**config.mk**
```make
export PLATFORM = sky130hd
export DESIGN_NAME = gfd_queue
export DESIGN_NICKNAME = d
export VERILOG_FILES = /design/src/gfd_pkg.sv /design/src/gfd_queue.sv
export SDC_FILE = /design/constraint.sdc
export NUM_CORES = 1
export LEC_CHECK = 0
export BUFFER_PORTS_ARGS = -buffer_cell sky130_fd_sc_hd__buf_2
export CAP_MARGIN = 10
export CORE_ASPECT_RATIO = 0.9
export CORE_MARGIN = 2
export CORE_UTILIZATION = 55
export DETAILED_ROUTE_END_ITERATION = 16
export PLACE_DENSITY = 0.83
export SLEW_MARGIN = 10
export SYNTH_ARGS = -nofsm -noshare
export SYNTH_HDL_FRONTEND = slang
export SYNTH_SLANG_ARGS = --single-unit
export TNS_END_PERCENT = 5
```
**constraint.sdc**
```tcl
create_clock -name clk -period 6.75 [get_ports clk]
set_input_delay 1.35 -clock clk [delete_from_list [all_inputs] [get_ports clk]]
set_output_delay 1.35 -clock clk [all_outputs]
set_load 0.05 [all_outputs]
```
**src/gfd_pkg.sv**
```systemverilog
package gfd_pkg;

    localparam int unsigned QUEUE_DEPTH = 2;
    localparam int unsigned PTR_W       = $clog2(QUEUE_DEPTH);
    localparam int unsigned CNT_W       = $clog2(QUEUE_DEPTH + 1);

    localparam logic [23:0] RESET_GAIN = 24'd91345;
    localparam logic [7:0]  CHECK_MASK = 8'h7F;

    // Frame byte positions
    localparam logic [3:0] IDX_RATE_B0    = 4'd0;
    localparam logic [3:0] IDX_RATE_B1    = 4'd1;
    localparam logic [3:0] IDX_RATE_B2    = 4'd2;
    localparam logic [3:0] IDX_RATE_B3    = 4'd3;
    localparam logic [3:0] IDX_RATE_B4    = 4'd4;
    localparam logic [3:0] IDX_RATE_CHECK = 4'd5;
    localparam logic [3:0] IDX_TEMP_LO    = 4'd6;
    localparam logic [3:0] IDX_TEMP_HI    = 4'd7;
    localparam logic [3:0] IDX_TEMP_CHECK = 4'd8;
    localparam logic [3:0] IDX_IDLE       = 4'd9;

    typedef struct packed {
        logic [31:0] rate_raw;
        logic [13:0] temperature;
        logic        rate_ok;
        logic        temp_ok;
    } frame_t;

    typedef struct packed {
        logic [31:0] rate_raw;
        logic [39:0] rate_scaled;
        logic [13:0] temperature;
        logic        rate_ok;
        logic        temp_ok;
    } result_t;

endpackage

```
**src/gfd_queue.sv**
```systemverilog
module gfd_queue
(
    input  logic            clk,
    input  logic            rst_n,
    input  logic            wr_valid,
    input  gfd_pkg::frame_t wr_data,
    output logic            full,
    output logic            rd_valid,
    output gfd_pkg::frame_t rd_data,
    input  logic            rd_pop
);

    gfd_pkg::frame_t                mem_reg [gfd_pkg::QUEUE_DEPTH];
    logic [gfd_pkg::PTR_W-1:0]      wr_ptr_reg, wr_ptr_next;
    logic [gfd_pkg::PTR_W-1:0]      rd_ptr_reg, rd_ptr_next;
    logic [gfd_pkg::CNT_W-1:0]      count_reg, count_next;
    logic                           do_wr;
    logic                           do_rd;

    assign full     = (count_reg == gfd_pkg::CNT_W'(gfd_pkg::QUEUE_DEPTH));
    assign rd_valid = (count_reg != '0);
    assign rd_data  = mem_reg[rd_ptr_reg];
    assign do_wr    = wr_valid && !full;
    assign do_rd    = rd_pop && rd_valid;

    always_comb
    begin
        wr_ptr_next = do_wr ? wr_ptr_reg + 1'b1 : wr_ptr_reg;
        rd_ptr_next = do_rd ? rd_ptr_reg + 1'b1 : rd_ptr_reg;
        count_next  = count_reg + gfd_pkg::CNT_W'(do_wr) - gfd_pkg::CNT_W'(do_rd);
    end

    always_ff @(posedge clk or negedge rst_n)
    begin
        if (!rst_n)
        begin
            wr_ptr_reg <= '0;
            rd_ptr_reg <= '0;
            count_reg  <= '0;
        end
        else
        begin
            wr_ptr_reg <= wr_ptr_next;
            rd_ptr_reg <= rd_ptr_next;
            count_reg  <= count_next;
        end
    end

    always_ff @(posedge clk)
    begin
        if (do_wr)
        begin
            mem_reg[wr_ptr_reg] <= wr_data;
        end
    end

endmodule

```
==> results.json <==
{
  "power.switching_mw": 0.950,
  "dp_hpwl_um": 3670,
  "sw_frac_of_total": 0.411,
  "endpoint": "rd_data[47]",
  "clock_latency_ns": 0.35,
  "synth_area_leaders": "edfxtp_1 78%, mux2_2 12%, mux2_4 4.0%, dfrtp_1 2.7%, xnor2_1 0.71%",
  "fmax_mhz": 282,
  "die_height_um": 81.9,
  "synthToLayoutAreaGrowth_pct": 22.0,
  "ctsHoldBuffers": 0,
  "outcome": "completed",
  "row_count": 28,
  "nets": 329,
  "crit_path_max_fanout": 49,
  "core_mm2": 0.00655,
  "place.gp.congestion": 0.700,
  "ys_seq_elements": 100,
  "cts_buffer_depth": 2,
  "vias": 1837,
  "synth_top_family_by_area": "multiplexers",
  "drt_iter0_drc": 85,
  "h-tree-depth": 3,
  "pin_count": 102,
  "p_per_area_mw_per_mm2": 511,
  "yosysWarnings": 0,
  "cts.reportedPaths.clkPinSlew_ns": 0.09,
  "maxSlewHeadroom": 0.201,
  "cp-start-kind": "flip-flop",
  "required_ns": 5.40,
  "dr.pass1.iters": 4,
  "dieArea_mm2": 0.00742,
  "period_needed_ns": 3.54,
  "combPwrFrac": 0.409,
  "avgRoutedWirePerCell_um": 15.7,
  "n_antenna_cell": 0,
  "synthAdderAreaFrac": 0.00675,
  "vias_per_cell": 4.96,
  "syn_area_mm2": 0.00371,
  "ir_drop_mv": 0.378,
  "clockRootBuffer": "clkbuf_8",
  "critPathKind": "reg2out",
  "dp.cells": 354,
  "crit_start": "rd_ptr_reg",
  "final_cells": 370,
  "period_share": 0.525,
  "start_util": 0.566,
  "rsz0062_at_grt": "false",
  "synth_compound_area_frac": 0,
  "drcViolationCount": 0,
  "synth_area_leader_cell": "edfxtp_1",
  "rr_worst_depth": 4,
  "worst_path_largest_cell_delay_ns": 1.17,
  "synth.distinct_cells": 17,
  "cp_slowest_cell": "dfrtp_2",
  "hold_class": "reg2reg",
  "r2r-start": "count_reg[1]",
  "syn_avg_cell_area_um2": 22.2,
  "fin_worst_skew_ns": 0.00981,
  "cts_setup_buffers": 0,
  "track_usage": 0.160,
  "r2r_slack_ns": 4.81,
  "cp_top_family": "flip-flops",
  "overflow": 0,
  "grt_pass1_wl_um": 8830,
  "synth_mux_area_frac": 0.156,
  "setup_viol": 0,
  "syn_inst": 167,
  "grt_pass1_vias": 1787,
  "io_buffers": 101,
  "ant_nets": 0,
  "worstPathArrival_ns": 2.19,
  "final_max_slew_viol_count": 0,
  "synth_xor_xnor_area_share": 0.00944,
  "worst-path-stages": 2,
  "p_seq_frac": 0.409,
  "die_w_um": 90.6,
  "cap_violations": 0,
  "leakagePower_nw": 1.74,
  "crit_path_end_kind": "primary output",
  "p_clk_frac": 0.182,
  "clock-sinks": 100,
  "ys_seq_area_frac": 0.804,
  "finalSetupTns_ns": 0,
  "yosysTopAreaCellShare": 0.777,
  "hold_viol_final": 0,
  "tightest_slew_ns": 1.20,
  "largest_reg_flops": 96,
  "cts_tree": "done",
  "grt_antenna_before_repair": 0,
  "r2r_end": "mem_reg[0][42]",
  "cts_made_buffers": 9,
  "intPower_mw": 1.36,
  "syn-num-nets": 221,
  "path_cells": "mux2_2, buf_2",
  "grt_max_degree": 50,
  "drt-total-wl_um": 5800,
  "cts_resized": 0,
  "drive_gt1_frac": 0.600,
  "cp_num_buf_inv": 1,
  "synthSimpleGateAreaFrac": 0.00877
}
[layer usage]
metal	routed length (µm)	GRT usage
met1	2580	0.200
met4	38	0.0554
met3	433	0.0697
met2	2750	0.256
met5	0	0
[cell families (layout without fill, tap and decap cells)]
group / Yosys count / count (layout)
XOR/XNOR: 4 / 4
multiplexers: 48 / 48
buffers and inverters: 7 / 120
adder cells (fa/ha/maj): 2 / 2
flip-flops: 100 / 100
AND/OR/NAND/NOR: 6 / 6
[through the flow]
stage                     setup WS (ns)   util  total power [mW]  hold slack, ns  area [µm²]
after floorplan                    2.84      -              1.73           0.460        3710
after global placement             3.57  0.656              1.90           0.483        4300
after detailed placement           3.56  0.656              1.92           0.501        4300
after CTS                          3.18  0.691              2.33           0.517        4520
after global routing               3.09  0.691              2.40           0.535        4520
final                              3.21  0.691              2.31           0.509        4520
[synthesized netlist by cell type, drive strengths merged]
cell type	n
buf	5
xor2	1
mux2	48
dfrtp	4
xnor2	3
or2	1
nor2	1
inv	2
and2	1
nand2	1
and3	1
edfxtp	96
ha	2
nand2b	1
[final cells by class]
type | instances | area (µm²)
sequential | 100 | 2980
timing repair buffer | 102 | 513
clock inverter | 4 | 72.6
multi-input combinational | 60 | 679
clock buffer | 12 | 155
tap | 90 | 113
inverter | 2 | 7.51
fill | 444 | 2030
[worst reg2reg max path, delay by kind of cell, from the launching register on]
| kind | cells | cell delay (ns) |
|---|---|---|
| AND/OR/NAND/NOR | 3 | 0.67 |
| buffers and inverters | 1 | 0.49 |
| flip-flops | 1 | 0.42 |
[cell usage in the layout, fill, tap and decap left out, drive strengths merged]
master / instances
xor2: 1
nand2: 1
dfrtp: 4
clkinvlp: 1
nor2: 1
ha: 2
clkinv: 1
bufinv: 2
nand2b: 1
or2: 1
xnor2: 3
buf: 102
and3: 1
and2: 1
mux2: 48
inv: 2
clkbuf: 12
edfxtp: 96
[power by group through the flow]
stage / Sequential [mW] / Clock (mW) / Combinational [mW]
finish: 0.945 / 0.420 / 0.946
global placement: 0.954 / 0 / 0.949
global route: 0.965 / 0.448 / 0.990
detailed placement: 0.963 / 0 / 0.954
floorplan: 0.896 / 0 / 0.837
CTS: 0.949 / 0.428 / 0.956
[how the worst min path moves through the flow]
stage	to	cells after the start	slack [ns]	start
2_1_floorplan	count_reg[1]	1	0.46	count_reg[1]
3_3_place_gp	count_reg[1]	1	0.48	count_reg[1]
3_5_place_dp	count_reg[1]	1	0.50	count_reg[1]
4_1_cts	count_reg[1]	1	0.52	count_reg[1]
5_1_grt	count_reg[1]	1	0.53	count_reg[1]
6_report	count_reg[1]	1	0.51	count_reg[1]
Note: power is estimated with default switching activity, not from simulation.
