<file path="src/gfd_pkg.sv">
package gfd_pkg;

    localparam int unsigned QUEUE_DEPTH = 2;
    localparam int unsigned PTR_W       = $clog2(QUEUE_DEPTH);
    localparam int unsigned CNT_W       = $clog2(QUEUE_DEPTH + 1);

    localparam logic [23:0] RESET_GAIN = 24'd91345;
    localparam logic [7:0]  CHECK_MASK = 8'h7F;

    // Frame byte positions
    localparam logic [3:0] IDX_RATE_B0    = 4'd0;
    localparam logic [3:0] IDX_RATE_B1    = 4'd1;
    localparam logic [3:0] IDX_RATE_B2    = 4'd2;
    localparam logic [3:0] IDX_RATE_B3    = 4'd3;
    localparam logic [3:0] IDX_RATE_B4    = 4'd4;
    localparam logic [3:0] IDX_RATE_CHECK = 4'd5;
    localparam logic [3:0] IDX_TEMP_LO    = 4'd6;
    localparam logic [3:0] IDX_TEMP_HI    = 4'd7;
    localparam logic [3:0] IDX_TEMP_CHECK = 4'd8;
    localparam logic [3:0] IDX_IDLE       = 4'd9;

    typedef struct packed {
        logic [31:0] rate_raw;
        logic [13:0] temperature;
        logic        rate_ok;
        logic        temp_ok;
    } frame_t;

    typedef struct packed {
        logic [31:0] rate_raw;
        logic [39:0] rate_scaled;
        logic [13:0] temperature;
        logic        rate_ok;
        logic        temp_ok;
    } result_t;

endpackage

</file>
<file path="src/gfd_front.sv">
module gfd_front
(
    input  logic            clk,
    input  logic            rst_n,
    input  logic            byte_valid,
    input  logic [7:0]      rx_byte,
    input  logic            frame_start,
    output logic            frame_valid,
    output gfd_pkg::frame_t frame_data
);

    logic [3:0]  byte_index_reg, byte_index_next;
    logic [7:0]  rate_xor_reg, rate_xor_next;
    logic [7:0]  temp_xor_reg, temp_xor_next;
    logic [31:0] rate_accum_reg, rate_accum_next;
    logic [13:0] temp_accum_reg, temp_accum_next;
    logic [7:0]  rate_check_reg, rate_check_next;
    logic [3:0]  idx;
    logic [7:0]  temp_xor_full;

    always_comb
    begin
        byte_index_next = byte_index_reg;
        rate_xor_next   = rate_xor_reg;
        temp_xor_next   = temp_xor_reg;
        rate_accum_next = rate_accum_reg;
        temp_accum_next = temp_accum_reg;
        rate_check_next = rate_check_reg;
        frame_valid     = 1'b0;
        idx             = frame_start ? gfd_pkg::IDX_RATE_B0 : byte_index_reg;

        if (byte_valid && frame_start)
        begin
            rate_xor_next   = '0;
            temp_xor_next   = '0;
            rate_accum_next = '0;
            temp_accum_next = '0;
            rate_check_next = '0;
        end

        if (byte_valid)
        begin
            unique case (idx)
                gfd_pkg::IDX_RATE_B0:
                begin
                    rate_xor_next   = rx_byte;
                    rate_accum_next = {24'd0, rx_byte};
                    byte_index_next = gfd_pkg::IDX_RATE_B1;
                end
                gfd_pkg::IDX_RATE_B1:
                begin
                    rate_xor_next   = rate_xor_reg ^ rx_byte;
                    rate_accum_next = rate_accum_reg | {17'd0, rx_byte, 7'd0};
                    byte_index_next = gfd_pkg::IDX_RATE_B2;
                end
                gfd_pkg::IDX_RATE_B2:
                begin
                    rate_xor_next   = rate_xor_reg ^ rx_byte;
                    rate_accum_next = rate_accum_reg | {10'd0, rx_byte, 14'd0};
                    byte_index_next = gfd_pkg::IDX_RATE_B3;
                end
                gfd_pkg::IDX_RATE_B3:
                begin
                    rate_xor_next   = rate_xor_reg ^ rx_byte;
                    rate_accum_next = rate_accum_reg | {3'd0, rx_byte, 21'd0};
                    byte_index_next = gfd_pkg::IDX_RATE_B4;
                end
                gfd_pkg::IDX_RATE_B4:
                begin
                    // upper nibble falls off the 32-bit word
                    rate_xor_next   = rate_xor_reg ^ rx_byte;
                    rate_accum_next = rate_accum_reg | {rx_byte[3:0], 28'd0};
                    byte_index_next = gfd_pkg::IDX_RATE_CHECK;
                end
                gfd_pkg::IDX_RATE_CHECK:
                begin
                    rate_check_next = rx_byte;
                    byte_index_next = gfd_pkg::IDX_TEMP_LO;
                end
                gfd_pkg::IDX_TEMP_LO:
                begin
                    temp_xor_next   = temp_xor_reg ^ rx_byte;
                    temp_accum_next = temp_accum_reg | {6'd0, rx_byte};
                    byte_index_next = gfd_pkg::IDX_TEMP_HI;
                end
                gfd_pkg::IDX_TEMP_HI:
                begin
                    temp_xor_next   = temp_xor_reg ^ rx_byte;
                    temp_accum_next = temp_accum_reg | {rx_byte[6:0], 7'd0};
                    byte_index_next = gfd_pkg::IDX_TEMP_CHECK;
                end
                gfd_pkg::IDX_TEMP_CHECK:
                begin
                    frame_valid     = 1'b1;
                    byte_index_next = gfd_pkg::IDX_IDLE;
                end
                default:
                begin
                    // idle: stray bytes dropped
                    byte_index_next = byte_index_reg;
                end
            endcase
        end
    end

    assign temp_xor_full = temp_xor_reg & gfd_pkg::CHECK_MASK;

    always_comb
    begin
        frame_data.rate_raw    = rate_accum_reg;
        frame_data.temperature = temp_accum_reg;
        frame_data.rate_ok     = ((rate_xor_reg & gfd_pkg::CHECK_MASK) == rate_check_reg);
        frame_data.temp_ok     = (temp_xor_full == rx_byte);
    end

    always_ff @(posedge clk or negedge rst_n)
    begin
        if (!rst_n)
        begin
            byte_index_reg <= gfd_pkg::IDX_IDLE;
            rate_xor_reg   <= '0;
            temp_xor_reg   <= '0;
            rate_accum_reg <= '0;
            temp_accum_reg <= '0;
            rate_check_reg <= '0;
        end
        else
        begin
            byte_index_reg <= byte_index_next;
            rate_xor_reg   <= rate_xor_next;
            temp_xor_reg   <= temp_xor_next;
            rate_accum_reg <= rate_accum_next;
            temp_accum_reg <= temp_accum_next;
            rate_check_reg <= rate_check_next;
        end
    end

endmodule

</file>
<file path="config.mk">
export PLATFORM = sky130hd
export DESIGN_NAME = gfd_front
export DESIGN_NICKNAME = d
export VERILOG_FILES = /design/src/gfd_pkg.sv /design/src/gfd_front.sv
export SDC_FILE = /design/constraint.sdc
export NUM_CORES = 1
export LEC_CHECK = 0
export BUFFER_PORTS_ARGS = -buffer_cell sky130_fd_sc_hd__buf_4
export CAP_MARGIN = 20
export CORE_MARGIN = 2
export CORE_UTILIZATION = 40
export CTS_BUF_LIST = sky130_fd_sc_hd__clkbuf_8
export DETAILED_ROUTE_END_ITERATION = 7
export GPL_TIMING_DRIVEN = 0
export PLACE_DENSITY_LB_ADDON = 0.12
export SKIP_CTS_REPAIR_TIMING = 1
export SKIP_LAST_GASP = 1
export SLEW_MARGIN = 5
export SYNTH_ARGS = -nofsm -noshare
export SYNTH_HDL_FRONTEND = slang
export SYNTH_SLANG_ARGS = --single-unit
</file>
<file path="constraint.sdc">
create_clock -name clk -period 1.7 [get_ports clk]
set_input_delay 0 -clock clk [delete_from_list [all_inputs] [get_ports clk]]
set_output_delay 0 -clock clk [all_outputs]
set_load 0.01 [all_outputs]
</file>
==> results_dict.tcl <==
set metrics [dict create \
    crit_path_max_incr_delay_ps 460 \
    setup.worst_path.class "register to register" \
    grt_first_pass_wirelength_um 14300 \
    clock-skew-final_ps 18.2 \
    die_outline_height_um 95.2 \
    synthDistinctLibCells 44 \
    timing.max_slew.rel_slack 0.377 \
    tritoncts "yes" \
    final_antenna_net_count 0 \
    globalRouteOverflowTotal 0 \
    status "completed" \
    grt_antenna_before_repair 0 \
    core_region_area_um2 8130 \
    period_needed_ps 1680 \
    synth_top_flop_cell "sky130_fd_sc_hd__dfrtp_1" \
    layout-drive-gt1-share 0.259 \
    synthesis.nets 361 \
    cts.path.max_buffers 2 \
    placement.setup.worst_slack_ps -175 \
    die_w_um 95.2 \
    fill_cells 760 \
    timing.final.hold_violations 0 \
    worst-endpoint-required_ps 1980 \
    initialDrtViolationCount 128 \
    postSynth.asyncResetShare 1.00 \
    dp_hpwl_um 6000 \
    track_usage 0.208 \
    synthesis.yosys.warnings 0 \
    port-buffer-count 58 \
    total_via_count_in_the_routed_design 2782 \
    number_of_remaining_drc_errors 0 \
    grt_max_degree 73 \
    post_syn_area_um2 3320 \
    power.density_nw_per_um2 1270 \
    cp.buffers_inverters 1 \
    worstSetupEndpointType "register" \
    ffs_latches_synth 72 \
    wire_per_inst_um 16.4 \
    layout.cells.non_filler 533 \
    postLayoutCellArea_um2 4170 \
    maxClockFrequency_ghz 0.596 \
    vias_in_the_first_global_route 2698 \
    place.detailed.instances 513 \
    drt_first_pass_iters 4 \
    cpMaxStageDelayCell "sky130_fd_sc_hd__dfrtp_1" \
    setup.worst_path.start_class "register" \
    power.ir.vdd_worst_mv 0.621 \
    cts.sink_count 72 \
    hold_class "input pin to register" \
    critPathTopFamily "simple AND/OR/NAND/NOR gates" \
    root_buffer_selected_by_cts "sky130_fd_sc_hd__clkbuf_8" \
    mostFrequentLayoutCells "70 x sky130_fd_sc_hd__dfrtp_1, 62 x sky130_fd_sc_hd__buf_4, 45 x sky130_fd_sc_hd__nand2_1" \
    clock_insertion_delay_worst_skew_ps 360 \
    place.gp.congestion 0.895 \
    io_pins 61 \
    cts.reportedPaths.clkPinSlew_ps 100 \
    fp.dieArea_um2 9050 \
    flip_flop_count_of_the_largest_register_after_layout 32 \
    synth_edf_count 0 \
    max_cap_violations 0 \
    timing.final.setup_violations 0 \
    layout_commonest_cell "sky130_fd_sc_hd__dfrtp_1" \
    timing.critical_path.arrival_ps 1960 \
    synth_area_per_cell_um2 9.52 \
    crit_fanout 7 \
    rows 33 \
    worst-slew-pin-transition_ps 935 \
    depth_of_the_cts_h_tree 3 \
    setup_ws_ps 21.3 \
    cellLeakagePower_uw 0.00201 \
    path_cells "nor2_1 > o311ai_2 > buf_2 > or3b_2 > nand3_1" \
    yosysSeqAreaShare 0.543 \
    viasPerCell 5.22 \
    post_synth_inst_count 349 \
    area_growth_syn_to_layout_pct 25.5 \
    timing_max_transition_violations_final 0 \
    num-nets-final 435 \
    finalCritPeriodShare 0.987 \
    placed_area_um2 3890 \
    start_util 0.409 \
    routed_wirelength_um 8720 \
    number_of_clock_buffers_inserted_by_tritoncts 9 \
    num_antenna_cells 0 \
    setup_repair_after_global_routing_missed_its_margin "true" \
]
final timing paths:
kind | slack (ps) | depth (start not counted) | end | startpoint
worst max-delay path | 20 | 5 | rate_xor_reg[1] | byte_index_reg[1]
worst min-delay path | 30 | 4 | temp_xor_reg[6] | rx_byte[6]
worst max register to register | 20 | 5 | rate_xor_reg[1] | byte_index_reg[1]
worst min register to register | 480 | 2 | rate_accum_reg[0] | rate_accum_reg[0]
max in group asynchronous | 760 | 2 | byte_index_reg[1] | rst_n
min in group asynchronous | 300 | 2 | rate_accum_reg[14] | rst_n
per-layer routing:
metal  global-route usage  part of all wire  up-vias
met5                    0                 0        -
met4               0.0507            0.0094        0
met3               0.0553             0.061        7
met2                0.319              0.46       74
met1                0.295              0.47     1340
li1                     -                 -     1361
cell type report:
cell class | count | area [um2] | area share
plain buffers | 26 | 134 | 0.0321
clock buffers | 9 | 124 | 0.0297
clock inverters | 7 | 61.3 | 0.0147
inverters | 3 | 11.3 | 0.00270
multi-input cells | 248 | 1430 | 0.343
flip-flops and latches | 72 | 1800 | 0.433
well taps | 105 | 131 | 0.0315
repair buffers | 63 | 473 | 0.113
cell usage after synthesis (5+ instances only):
master | n | area [um2]
sky130_fd_sc_hd__a21o_1 | 6 | 45.0
sky130_fd_sc_hd__a21oi_1 | 34 | 170
sky130_fd_sc_hd__a22o_1 | 6 | 52.6
sky130_fd_sc_hd__a31oi_1 | 7 | 43.8
sky130_fd_sc_hd__clkbuf_1 | 17 | 63.8
sky130_fd_sc_hd__dfrtp_1 | 70 | 1750
sky130_fd_sc_hd__nand2_1 | 45 | 169
sky130_fd_sc_hd__nand2b_1 | 17 | 106
sky130_fd_sc_hd__nand3_1 | 14 | 70.1
sky130_fd_sc_hd__nand3b_1 | 8 | 60.1
sky130_fd_sc_hd__nand4_1 | 5 | 31.3
sky130_fd_sc_hd__nor2_1 | 39 | 146
sky130_fd_sc_hd__o21ai_0 | 14 | 70.1
sky130_fd_sc_hd__or3b_2 | 7 | 61.3
sky130_fd_sc_hd__xnor2_1 | 7 | 61.3
worst reg2reg max path, cell delays in order, from the launching register on:
cell and delay (ps):
sky130_fd_sc_hd__dfrtp_1 460, sky130_fd_sc_hd__nor2_1 280, sky130_fd_sc_hd__o311ai_2 160, sky130_fd_sc_hd__buf_2 200, sky130_fd_sc_hd__or3b_2 440, sky130_fd_sc_hd__nand3_1 80
power breakdown:
group | leakage [uW] | internal, uW | switching, uW
sequential | 0.000949 | 2070 | 274
clock | 0.0000888 | 557 | 736
combinational | 0.000975 | 762 | 891
stage by stage:
step                      total power [uW]  TNS (ps)  hold slack (ps)  utilization
after CTS                             5250     -3530             -181        0.502
after global routing                  5640      -351             38.0        0.513
final                                 5290         0             30.3        0.513
after floorplan                       3300         0             -296            -
after detailed placement              3960     -3110              204        0.479
after global placement                3920     -5680              203        0.478
cells by family after synthesis:
family,count (synthesis),synth area share
AO/OA/AOI/OAI,82,0.151
flip-flops,72,0.543
AND/OR/NAND/NOR,157,0.241
XOR/XNOR,9,0.0237
buffers and inverters,29,0.0410
(Power assumes the default switching activity.)
